**config.mk**
```make
export PLATFORM = sky130hd
export DESIGN_NAME = ffha_ctrl
export DESIGN_NICKNAME = d
export VERILOG_FILES = /design/src/rtl/core/ffha_pkg.sv /design/src/rtl/core/ffha_ctrl.sv
export VERILOG_INCLUDE_DIRS = /design/src /design/src/rtl/core
export SDC_FILE = /design/constraint.sdc
export NUM_CORES = 1
export LEC_CHECK = 0
export ABC_AREA = 1
export BUFFER_PORTS_ARGS = -buffer_cell sky130_fd_sc_hd__buf_2
export CORE_ASPECT_RATIO = 1.2
export CORE_MARGIN = 4
export CORE_UTILIZATION = 44
export DETAILED_ROUTE_END_ITERATION = 8
export PLACE_DENSITY = 0.62
export SYNTH_ARGS = -nofsm -noshare
export SYNTH_HDL_FRONTEND = slang
export SYNTH_SLANG_ARGS = --single-unit
```
**constraint.sdc**
```tcl
create_clock -name clk_i -period 5.1 [get_ports clk_i]
set_input_delay 0.51 -clock clk_i [delete_from_list [all_inputs] [get_ports clk_i]]
set_output_delay 0.51 -clock clk_i [all_outputs]
set_load 0.005 [all_outputs]
```
**src/rtl/core/first_fit_heap_allocator_macros.svh**
```systemverilog
// Assertion helpers shared by the allocator RTL.
// Each macro expects clk_i and rst_ni in scope.
`ifndef FIRST_FIT_HEAP_ALLOCATOR_MACROS_SVH
`define FIRST_FIT_HEAP_ALLOCATOR_MACROS_SVH

// Property checked on every rising clock edge outside reset.
`define FFHA_ASSERT(name, prop, msg) \
  name: assert property (@(posedge clk_i) disable iff (!rst_ni) (prop)) else $error(msg);

// Consequent checked in the cycle after the antecedent.
`define FFHA_ASSERT_NEXT(name, ante, cons, msg) \
  `FFHA_ASSERT(name, (ante) |=> (cons), msg)

`endif

```
**src/rtl/core/ffha_pkg.sv**
```systemverilog
package ffha_pkg;

  localparam int unsigned HEAP_GRANULES = 4096;
  localparam int unsigned GRANULE_BYTES = 16;
  localparam int unsigned GRAN_W        = $clog2(HEAP_GRANULES);
  localparam int unsigned GRAN_W1       = GRAN_W + 1;
  localparam int unsigned GOFF_W        = $clog2(GRANULE_BYTES);
  localparam int unsigned BYTE_W        = 16;
  localparam int unsigned STATUS_W      = 3;

  localparam logic OP_ALLOC = 1'b0;
  localparam logic OP_FREE  = 1'b1;

  typedef enum logic [STATUS_W-1:0] {
    ST_OK           = 3'd0,
    ST_OOM          = 3'd1,
    ST_NULL         = 3'd2,
    ST_NOT_BLOCK    = 3'd3,
    ST_ALREADY_FREE = 3'd4
  } status_e;

  // One header word per granule.
  typedef struct packed {
    logic              mark;
    logic              used;
    logic [GRAN_W-1:0] len;
  } hdr_t;

  localparam int unsigned HDR_W = $bits(hdr_t);

  // Accesses issued by the sequencer to the header and back-link memories.
  typedef struct packed {
    logic [GRAN_W-1:0] rd_addr;
    logic              hdr_we;
    logic [GRAN_W-1:0] hdr_addr;
    hdr_t              hdr_data;
    logic              prev_we;
    logic [GRAN_W-1:0] prev_addr;
    logic [GRAN_W-1:0] prev_data;
  } mem_req_t;

  typedef struct packed {
    status_e           status;
    logic [BYTE_W-1:0] addr;
  } result_t;

endpackage

```
**src/rtl/core/ffha_ctrl.sv**
```systemverilog
`include "first_fit_heap_allocator_macros.svh"

module ffha_ctrl
  import ffha_pkg::*;
(
  input  logic                clk_i,
  input  logic                rst_ni,
  input  logic                in_valid_i,
  output logic                in_ready_o,
  input  logic                op_i,
  input  logic [BYTE_W-1:0]   request_bytes_i,
  input  logic [BYTE_W-1:0]   block_address_i,
  input  hdr_t                rd_hdr_i,
  input  logic [GRAN_W-1:0]   rd_prev_i,
  output mem_req_t            mem_req_o,
  output logic                res_valid_o,
  input  logic                res_ready_i,
  output result_t             res_o
);

  localparam logic [3:0] S_CLR   = 4'd0;
  localparam logic [3:0] S_IDLE  = 4'd1;
  localparam logic [3:0] S_WALK  = 4'd2;
  localparam logic [3:0] S_SPLIT = 4'd3;
  localparam logic [3:0] S_FHDR  = 4'd4;
  localparam logic [3:0] S_FNEXT = 4'd5;
  localparam logic [3:0] S_FPREV = 4'd6;
  localparam logic [3:0] S_FWRG  = 4'd7;
  localparam logic [3:0] S_DONE  = 4'd8;

  logic [3:0]         state_q, state_d;
  logic [GRAN_W-1:0]  clr_q, clr_d;
  logic [GRAN_W1-1:0] need_q, need_d;
  logic [GRAN_W-1:0]  g_q, g_d;
  logic [GRAN_W-1:0]  len_q, len_d;
  logic [GRAN_W-1:0]  prv_q, prv_d;
  logic [GRAN_W1-1:0] nxt_q, nxt_d;
  logic [GRAN_W-1:0]  split_q, split_d;
  logic [GRAN_W-1:0]  slen_q, slen_d;
  logic               keep_q, keep_d;
  result_t            res_q, res_d;

  logic [BYTE_W:0]    need_sum;
  logic [GRAN_W1-1:0] need_in;
  logic [BYTE_W-1:0]  addr_gran;
  logic [BYTE_W-1:0]  free_g;
  logic               addr_bad;
  logic [GRAN_W1-1:0] walk_next;
  logic               walk_fit;
  logic [GRAN_W-1:0]  walk_rem;
  logic [GRAN_W-1:0]  split_at;
  logic [BYTE_W-1:0]  pay_gran;
  logic [GRAN_W1-1:0] hdr_next;
  logic [GRAN_W-1:0]  nm_len;
  logic [GRAN_W1-1:0] nm_after;
  logic [GRAN_W-1:0]  pm_len;
  logic [GRAN_W1-1:0] pm_after;

  // Request size in granules, rounded up.
  assign need_sum  = {1'b0, request_bytes_i} + (BYTE_W + 1)'(GRANULE_BYTES - 1);
  assign need_in   = GRAN_W1'(need_sum >> GOFF_W);

  assign addr_gran = block_address_i >> GOFF_W;
  assign free_g    = addr_gran - BYTE_W'(1);
  assign addr_bad  = (block_address_i[GOFF_W-1:0] != '0)
                  || (block_address_i < BYTE_W'(GRANULE_BYTES))
                  || (free_g >= BYTE_W'(HEAP_GRANULES));

  assign walk_next = GRAN_W1'(g_q) + GRAN_W1'(1) + GRAN_W1'(rd_hdr_i.len);
  assign walk_fit  = !rd_hdr_i.used && (GRAN_W1'(rd_hdr_i.len) >= need_q);
  assign walk_rem  = rd_hdr_i.len - need_q[GRAN_W-1:0];
  assign split_at  = g_q + GRAN_W'(1) + need_q[GRAN_W-1:0];
  assign pay_gran  = BYTE_W'(GRAN_W1'(g_q) + GRAN_W1'(1));

  assign hdr_next  = walk_next;
  assign nm_len    = len_q + rd_hdr_i.len + GRAN_W'(1);
  assign nm_after  = nxt_q + GRAN_W1'(1) + GRAN_W1'(rd_hdr_i.len);
  assign pm_len    = rd_hdr_i.len + len_q + GRAN_W'(1);
  assign pm_after  = GRAN_W1'(prv_q) + GRAN_W1'(1) + GRAN_W1'(pm_len);

  assign in_ready_o  = (state_q == S_IDLE);
  assign res_valid_o = (state_q == S_DONE);
  assign res_o       = res_q;

  always_comb begin
    state_d   = state_q;
    clr_d     = clr_q;
    need_d    = need_q;
    g_d       = g_q;
    len_d     = len_q;
    prv_d     = prv_q;
    nxt_d     = nxt_q;
    split_d   = split_q;
    slen_d    = slen_q;
    keep_d    = keep_q;
    res_d     = res_q;
    mem_req_o = '0;

    unique case (state_q)
      S_CLR: begin
        mem_req_o.hdr_we    = 1'b1;
        mem_req_o.hdr_addr  = clr_q;
        mem_req_o.prev_we   = 1'b1;
        mem_req_o.prev_addr = clr_q;
        if (clr_q == '0) begin
          mem_req_o.hdr_data.mark = 1'b1;
          mem_req_o.hdr_data.len  = GRAN_W'(HEAP_GRANULES - 1);
        end
        clr_d = clr_q + GRAN_W'(1);
        if (clr_q == GRAN_W'(HEAP_GRANULES - 1)) begin
          state_d = S_IDLE;
        end
      end
      S_IDLE: begin
        if (in_valid_i) begin
          res_d.status = ST_OK;
          res_d.addr   = '0;
          if (op_i == OP_ALLOC) begin
            need_d = need_in;
            g_d    = '0;
            state_d = S_WALK;
          end else if (block_address_i == '0) begin
            res_d.status = ST_NULL;
            state_d      = S_DONE;
          end else if (addr_bad) begin
            res_d.status = ST_NOT_BLOCK;
            state_d      = S_DONE;
          end else begin
            g_d               = GRAN_W'(free_g);
            mem_req_o.rd_addr = GRAN_W'(free_g);
            state_d           = S_FHDR;
          end
        end
      end
      S_WALK: begin
        if (walk_fit) begin
          res_d.status = ST_OK;
          res_d.addr   = pay_gran << GOFF_W;
          mem_req_o.hdr_we        = 1'b1;
          mem_req_o.hdr_addr      = g_q;
          mem_req_o.hdr_data.mark = 1'b1;
          mem_req_o.hdr_data.used = 1'b1;
          if (walk_rem != '0) begin
            mem_req_o.hdr_data.len = need_q[GRAN_W-1:0];
            split_d = split_at;
            slen_d  = walk_rem - GRAN_W'(1);
            if (walk_next < GRAN_W1'(HEAP_GRANULES)) begin
              mem_req_o.prev_we   = 1'b1;
              mem_req_o.prev_addr = walk_next[GRAN_W-1:0];
              mem_req_o.prev_data = split_at;
            end
            state_d = S_SPLIT;
          end else begin
            mem_req_o.hdr_data.len = rd_hdr_i.len;
            state_d = S_DONE;
          end
        end else if (walk_next >= GRAN_W1'(HEAP_GRANULES)) begin
          res_d.status = ST_OOM;
          res_d.addr   = '0;
          state_d      = S_DONE;
        end else begin
          g_d               = walk_next[GRAN_W-1:0];
          mem_req_o.rd_addr = walk_next[GRAN_W-1:0];
        end
      end
      S_SPLIT: begin
        mem_req_o.hdr_we        = 1'b1;
        mem_req_o.hdr_addr      = split_q;
        mem_req_o.hdr_data.mark = 1'b1;
        mem_req_o.hdr_data.used = 1'b0;
        mem_req_o.hdr_data.len  = slen_q;
        mem_req_o.prev_we       = 1'b1;
        mem_req_o.prev_addr     = split_q;
        mem_req_o.prev_data     = g_q;
        state_d = S_DONE;
      end
      S_FHDR: begin
        if (!rd_hdr_i.mark) begin
          res_d.status = ST_NOT_BLOCK;
          state_d      = S_DONE;
        end else if (!rd_hdr_i.used) begin
          res_d.status = ST_ALREADY_FREE;
          state_d      = S_DONE;
        end else begin
          len_d = rd_hdr_i.len;
          prv_d = rd_prev_i;
          nxt_d = hdr_next;
          if (hdr_next < GRAN_W1'(HEAP_GRANULES)) begin
            mem_req_o.rd_addr = hdr_next[GRAN_W-1:0];
            state_d = S_FNEXT;
          end else if (g_q != '0) begin
            mem_req_o.rd_addr = rd_prev_i;
            state_d = S_FPREV;
          end else begin
            keep_d  = 1'b1;
            state_d = S_FWRG;
          end
        end
      end
      S_FNEXT: begin
        // Absorb a free follower: its header loses the start mark.
        if (!rd_hdr_i.used) begin
          len_d = nm_len;
          mem_req_o.hdr_we        = 1'b1;
          mem_req_o.hdr_addr      = nxt_q[GRAN_W-1:0];
          mem_req_o.hdr_data.mark = 1'b0;
          mem_req_o.hdr_data.used = 1'b0;
          mem_req_o.hdr_data.len  = rd_hdr_i.len;
          if (nm_after < GRAN_W1'(HEAP_GRANULES)) begin
            mem_req_o.prev_we   = 1'b1;
            mem_req_o.prev_addr = nm_after[GRAN_W-1:0];
            mem_req_o.prev_data = g_q;
          end
        end
        if (g_q != '0) begin
          mem_req_o.rd_addr = prv_q;
          state_d = S_FPREV;
        end else begin
          keep_d  = 1'b1;
          state_d = S_FWRG;
        end
      end
      S_FPREV: begin
        if (!rd_hdr_i.used) begin
          mem_req_o.hdr_we        = 1'b1;
          mem_req_o.hdr_addr      = prv_q;
          mem_req_o.hdr_data.mark = 1'b1;
          mem_req_o.hdr_data.used = 1'b0;
          mem_req_o.hdr_data.len  = pm_len;
          if (pm_after < GRAN_W1'(HEAP_GRANULES)) begin
            mem_req_o.prev_we   = 1'b1;
            mem_req_o.prev_addr = pm_after[GRAN_W-1:0];
            mem_req_o.prev_data = prv_q;
          end
          keep_d = 1'b0;
        end else begin
          keep_d = 1'b1;
        end
        state_d = S_FWRG;
      end
      S_FWRG: begin
        mem_req_o.hdr_we        = 1'b1;
        mem_req_o.hdr_addr      = g_q;
        mem_req_o.hdr_data.mark = keep_q;
        mem_req_o.hdr_data.used = 1'b0;
        mem_req_o.hdr_data.len  = len_q;
        state_d = S_DONE;
      end
      S_DONE: begin
        if (res_ready_i) begin
          state_d = S_IDLE;
        end
      end
      default: begin
        state_d = S_IDLE;
      end
    endcase
  end

  always_ff @(posedge clk_i or negedge rst_ni) begin
    if (!rst_ni) begin
      state_q <= S_CLR;
      clr_q   <= '0;
    end else begin
      state_q <= state_d;
      clr_q   <= clr_d;
    end
  end

  always_ff @(posedge clk_i) begin
    need_q  <= need_d;
    g_q     <= g_d;
    len_q   <= len_d;
    prv_q   <= prv_d;
    nxt_q   <= nxt_d;
    split_q <= split_d;
    slen_q  <= slen_d;
    keep_q  <= keep_d;
    res_q   <= res_d;
  end

  `FFHA_ASSERT(prev_below_hdr, (state_q == S_FPREV) |-> (prv_q < g_q), "back link not below block")
  `FFHA_ASSERT(split_above_hdr, (state_q == S_SPLIT) |-> (split_q > g_q), "split header not above block")
  `FFHA_ASSERT(next_above_hdr, (state_q == S_FNEXT) |-> (nxt_q > GRAN_W1'(g_q)), "follower not above block")
  `FFHA_ASSERT_NEXT(clear_ends_idle, (state_q == S_CLR) && (clr_q == GRAN_W'(HEAP_GRANULES - 1)), state_q == S_IDLE, "clear pass did not end")

endmodule

```
==> results.cfg, run 1 <==
[run_status]
status = finished, final reports clean

[detailed_routing]
vias_per_cell = 5.69
drc = 0
wl_per_cell_um = 21.3
vias = 11500
drt_iter0_drc = 1298
wl_um = 43100
ant_nets = 0
met1_length_um = 16700
route.met3.wl_um = 4580
dr_wl_met2_um = 19200
top_layer = met5
drt-pass1-iter-count = 6

[logic_synthesis]
synthesis.area_mm2 = 0.0110
synth_cell_types = 56
yosysTopAreaCell = edfxtp_1
ys_warn_count = 0
synthTopCellsByArea = edfxtp_1, nand2_1, ha_1
synth_seq_cells = 118
synth_top_cell_area_share_pct = 27.9
ys.flop_type = edfxtp_1
async_reset_ff_share_pct = 13.6
yosysSeqAreaShare_pct = 31.5
synth_edf_count = 102
syn_inst = 1531
syn_area_per_cell_um2 = 7.18

[worst_setup_path]
critPathMostFrequentCell = inv_1
cpPeakStageDelay_ns = 0.52
worstReg2RegStart = g_q[0]
start_kind = input pin
critPathSlowestCell = nor3_1
crit_path_max_fanout = 6
rrSetupSlack_ns = 1.59
required_ns = 4.59
crit_type = input pin to primary output
end_kind = primary output
ff2ff_path_depth = 12
cp.arrival_ns = 4.11
crit_chain = buf_2 > inv_1 > ha_1 > fa_1 > inv_1 > a21oi_1 > o21bai_1 > xor2_1 > inv_1 > ha_1 > nand2_1 > nor3_1 > nand3_1 > nand3_2 > inv_1 > nand2_1 > nor2_1 > nor3_1 > nand2_1 > buf_2
r2r_end = res_o[17]

[global_route]
grt_pass1_wl_um = 63700
gr-total-overflow = 0
grt_max_degree = 30
antenna_found_initial = 2
grt_pass1_vias = 10800
track_usage_pct = 30.3

[power_and_ir_drop]
power_density_mw_per_mm2 = 220
switching_power_mw = 0.791
combPwrFrac_pct = 14.5
p_leak_nw = 6.22
p_clk_share_pct = 48.1
sequentialPowerShare_pct = 37.4
p_sw_share_pct = 28.2
power_mw = 2.81
ir_drop_mv = 0.207
power.internal_mw = 2.01

[cts]
hold_buffers = 0
clockBufferDepth = 2
cts_resized = 0
post-cts-setup-buffer-count = 0
cts_tree = yes
clk_pin_slew_ns = 0.06
cts_buffers = 17
clk_latency_ns = 0.44
cts_root_buffer = clkbuf_16
cts_max_level = 4
clock_sinks = 118

[sta]
holdWs_ns = 0.00516
worst_slew_pin_slew_ns = 1.13
timing.final.ws_setup_ns = 0.484
max_freq_ghz = 0.217
setup_viol = 0
maxSlewHeadroom_pct = 24.8
min_period_ns = 4.62
fin_worst_skew_ns = 0.00910
fin_crit_sh_pct = 90.5
rsz0062_at_grt = false
maxSlewViolCount = 0
fin_setup_tns_ns = 0
hold_violations = 0

[placement]
pre_cts_ws_ns = 0.601
detailed_place_hpwl_um = 34700
port_buffers = 143
place.gp.congestion = 1.05

[final_layout]
n_antenna_cell = 0
final_nets = 1833
multiInputGateArea_mm2 = 0.00649
layout_common_cells = nand2_1, inv_1, nor2_1
final_common_cell = nand2_1
ff_latch_area_mm2 = 0.00346
drive_above_1_share_pct = 14.5
fill_cells = 2464
syn_to_final_growth_pct = 16.3

[floorplan]
die-area_mm2 = 0.0276
rows = 63
die_h_um = 181
die_w_um = 152
core_area_mm2 = 0.0247
start_util_pct = 44.5
io_pins = 148

[worst_hold_path]
hold_class = input pin to asynchronous set/reset pin

[flow_run]
cap_violations = 0
-- critical path: cells and delay by family --
kind            cells  cell delay, ns
xor+xnor            1            0.19
fa+ha+maj           3            1.09
simple gates        8            1.37
buf+inv             6            0.69
compound gates      2            0.27
-- how the worst max path moves through the flow --
| stage | start | slack, ns | cells after the start | endpoint |
|---|---|---|---|---|
| floorplan | rd_hdr_i[0] | 1.30 | 19 | mem_req_o[13] |
| global placement | rd_hdr_i[0] | 0.73 | 20 | mem_req_o[16] |
| detailed placement | rd_hdr_i[0] | 0.60 | 21 | mem_req_o[17] |
| CTS | len_q[3] | 0.58 | 19 | mem_req_o[17] |
| global route | len_q[3] | 0.18 | 18 | mem_req_o[16] |
| finish | rd_hdr_i[0] | 0.48 | 20 | mem_req_o[16] |
-- state kept, by name, indices dropped and copies added, names as in the netlist --
signal / flops
clr_q: 12
g_q: 12
keep_q: 1
len_q: 12
need_q: 13
nxt_q: 13
prv_q: 12
res_o: 15
slen_q: 12
split_q: 12
state_q: 4
-- cells in the mapped netlist, types with 6 or more instances --
library cell / n
nor2_1: 147
nor3_1: 31
inv_1: 218
o21ai_0: 75
edfxtp_1: 102
o21bai_1: 10
a31oi_1: 10
xnor2_1: 23
inv_2: 12
nor3b_1: 6
o21ai_1: 8
buf_2: 6
clkbuf_1: 20
or2_2: 6
nand4_1: 34
fa_1: 6
buf_4: 7
o211ai_1: 10
nand2_1: 365
nor2_2: 6
nand3_1: 115
a21oi_1: 84
xor2_1: 55
dfrtp_1: 16
ha_1: 78
-- routing by layer --
metal	GRT usage, %	vias to the layer above
li1	-	5432
met1	38.9	5250
met2	47.5	684
met3	6.90	142
met4	16.3	4
met5	0	-
-- final cells by class --
| class | count | area share [%] |
|---|---|---|
| clock inverter | 15 | 1.68 |
| timing repair buffer | 167 | 7.01 |
| inverter | 234 | 6.87 |
| clock buffer | 17 | 3.33 |
| tap | 325 | 3.18 |
| sequential | 118 | 27.1 |
| multi-input combinational | 1148 | 50.8 |
-- kinds of logic (layout without fill, tap and decap cells) --
family          count (synthesis)  count (layout)  share of synthesized area [%]
compound gates                241             241                           12.8
xor+xnor                       80              80                           6.51
fa+ha+maj                      84              84                           9.98
buf+inv                       268             433                           9.53
flops                         118             118                           31.5
other cells                     1               4                         0.0341
simple gates                  739             739                           29.6
-- metrics by stage --
stage / cells / util (%) / instance area [um^2]
finish: 2024 / 51.8 / 12800
CTS: 2024 / 51.8 / 12800
global placement: 1992 / 49.2 / 12100
global route: 2024 / 51.8 / 12800
floorplan: 1534 / - / 11000
detailed placement: 1992 / 49.2 / 12100
-- power by group through the flow --
stage / logic [mW] / registers [mW] / clock network, mW
6_report: 0.406 / 1.05 / 1.35
2_1_floorplan: 0.258 / 1.07 / 0
3_5_place_dp: 0.397 / 1.07 / 0
4_1_cts: 0.399 / 1.05 / 1.36
5_1_grt: 0.447 / 1.05 / 1.40
3_3_place_gp: 0.393 / 1.07 / 0
No activity file was read; power rests on OpenSTA's default activity.
==> run 2: changes to the inputs <==
CORE_MARGIN = 2   (was 4)
RECOVER_POWER = 25   (was unset)
==> run 2 against run 1 <==
- hold slack improved by 0.23 ns
- final area shrank 0.99%
- global-route usage grew 3.3 points
- critical path type is now flop to primary output
- critical endpoint is now mem_req_o[11]
- largest cell class unchanged
==> results.cfg, run 2 (synthesis results as in run 1) <==
[run_status]
status = finished, final reports clean

[floorplan]
io_pins = 148
die_w_um = 148
start_util_pct = 44.7
die_h_um = 177
core_area_mm2 = 0.0246
die-area_mm2 = 0.0263
rows = 63

[final_layout]
layout_common_cells = nand2_1, inv_1, nor2_1
final_nets = 1834
syn_to_final_growth_pct = 15.1
final_common_cell = nand2_1
largest_register_ffs = 15
fill_cells = 2520
drive_above_1_share_pct = 12.6

[cts]
cts_root_buffer = clkbuf_16
clk_pin_slew_ns = 0.06
cts_max_level = 4
clock_sinks = 118
cts_resized = 0
clockBufferDepth = 2
cts_buffers = 17
post-cts-setup-buffer-count = 0
hold_buffers = 0
cts_tree = yes
clk_latency_ns = 0.45

[power_and_ir_drop]
p_leak_nw = 6.10
sequentialPowerShare_pct = 39.5
switching_power_mw = 0.800
power.internal_mw = 1.86
p_sw_share_pct = 30.1
power_density_mw_per_mm2 = 210
ir_drop_mv = 0.175
combPwrFrac_pct = 15.7
p_clk_share_pct = 44.9

[detailed_routing]
drt_iter0_drc = 1236
vias_per_cell = 5.74
vias = 11600
wl_per_cell_um = 22.1
drc = 0
ant_nets = 0
drt-pass1-iter-count = 6
wl_um = 44800

[sta]
fin_setup_tns_ns = 0
maxSlewHeadroom_pct = 18.6
min_period_ns = 4.56
rsz0062_at_grt = false
max_freq_ghz = 0.219
hold_violations = 0
maxSlewViolCount = 0
fin_crit_sh_pct = 89.5
timing.final.ws_setup_ns = 0.536
worst_slew_pin_slew_ns = 1.22
setup_viol = 0
fin_worst_skew_ns = 0.0161

[worst_setup_path]
crit_chain = inv_1 > fa_1 > inv_1 > nand3_1 > nand2_1 > nand3_1 > nand3_2 > clkinv_1 > nand3_2 > inv_2 > nand2_1 > nand2_1 > buf_2
crit_type = flop to primary output
critPathMostFrequentCell = nand2_1
critPathBufInv = 5
start_kind = flop
path_delay_family = simple AND/OR/NAND/NOR gates
critPathSlowestCell = edfxtp_1
ff2ff_path_depth = 11
cpPeakStageDelay_ns = 0.68
crit_path_max_fanout = 18
cp.arrival_ns = 4.05
required_ns = 4.59
end_kind = primary output
crit_cells = 13

[global_route]
grt_pass1_vias = 10600
grt_pass1_wl_um = 64900
gr-total-overflow = 0
track_usage_pct = 33.6
grt_max_degree = 30
antenna_found_initial = 2

[placement]
detailed_place_hpwl_um = 36000
pre_cts_ws_ns = 0.865
port_buffers = 143
place.gp.congestion = 1.02

[flow_run]
cap_violations = 0

[worst_hold_path]
hold_class = input pin to asynchronous set/reset pin
-- run 2: cell count changes in the layout (fill, tap and decap cells not counted), moves of 2 or more --
cell	before	now
clkbuf_1	0	24
buf_2	143	120
nor2_1	145	150
nor2_2	8	3
clkinvlp_4	0	4
bufinv_16	4	1
clkinv_4	4	2
-- run 2: through the flow --
step	utilization, %	cell area, um^2	hold WS, ns	cells	power [mW]
2_1_floorplan	-	11000	0.214	1534	1.33
3_3_place_gp	49.4	12100	0.471	1993	1.47
3_5_place_dp	49.4	12100	0.475	1993	1.48
4_1_cts	51.6	12700	0.00990	2025	2.65
5_1_grt	51.4	12600	0.248	2025	2.74
6_report	51.4	12700	0.231	2026	2.66
-- run 2: path summary, 6_finish.rpt --
kind,slack (ns),end,from
min in group clk_i,0.25,prv_q[2],rd_prev_i[2]
max in group asynchronous,4.23,clr_q[8],rst_ni
worst min register to register,0.50,clr_q[2],clr_q[2]
worst min-delay path,0.23,clr_q[5],rst_ni
worst max-delay path,0.54,mem_req_o[11],g_q[1]
worst max register to register,1.22,res_o[18],g_q[1]
-- run 2: layer usage --
metal	wire length, um	global-route usage (%)	vias up	share of wire [%]
li1	-	-	5424	-
met1	17800	43.3	5463	40
met2	20600	54.6	632	46
met3	4620	8.22	107	10
met4	1700	12.4	2	3.8
met5	16	0	-	0.036
-- run 2: final cells by class --
type | instances | area (um^2) | area share, %
clock buffers | 18 | 429 | 3.39
inverters | 234 | 878 | 6.94
multi-input cells | 1148 | 6470 | 51.1
well taps | 325 | 407 | 3.21
repair buffers | 168 | 875 | 6.91
flip-flops and latches | 118 | 3460 | 27.4
clock inverters | 14 | 126 | 0.999
diodes | 1 | 2.50 | 0.0198
-- run 2: power groups by stage --
stage	registers (mW)	logic, mW	clock network [mW]
finish	1.05	0.416	1.19
global placement	1.07	0.405	0
CTS	1.05	0.410	1.20
floorplan	1.07	0.258	0
detailed placement	1.07	0.408	0
global route	1.05	0.455	1.23
-- run 2: worst reg2reg max path: cells and delay by family (launching register included) --
kind / cells / cell delay [ns]
simple gates: 6 / 1.11
buf+inv: 3 / 0.94
flops: 1 / 0.68
fa+ha+maj: 1 / 0.52
compound gates: 1 / 0.31
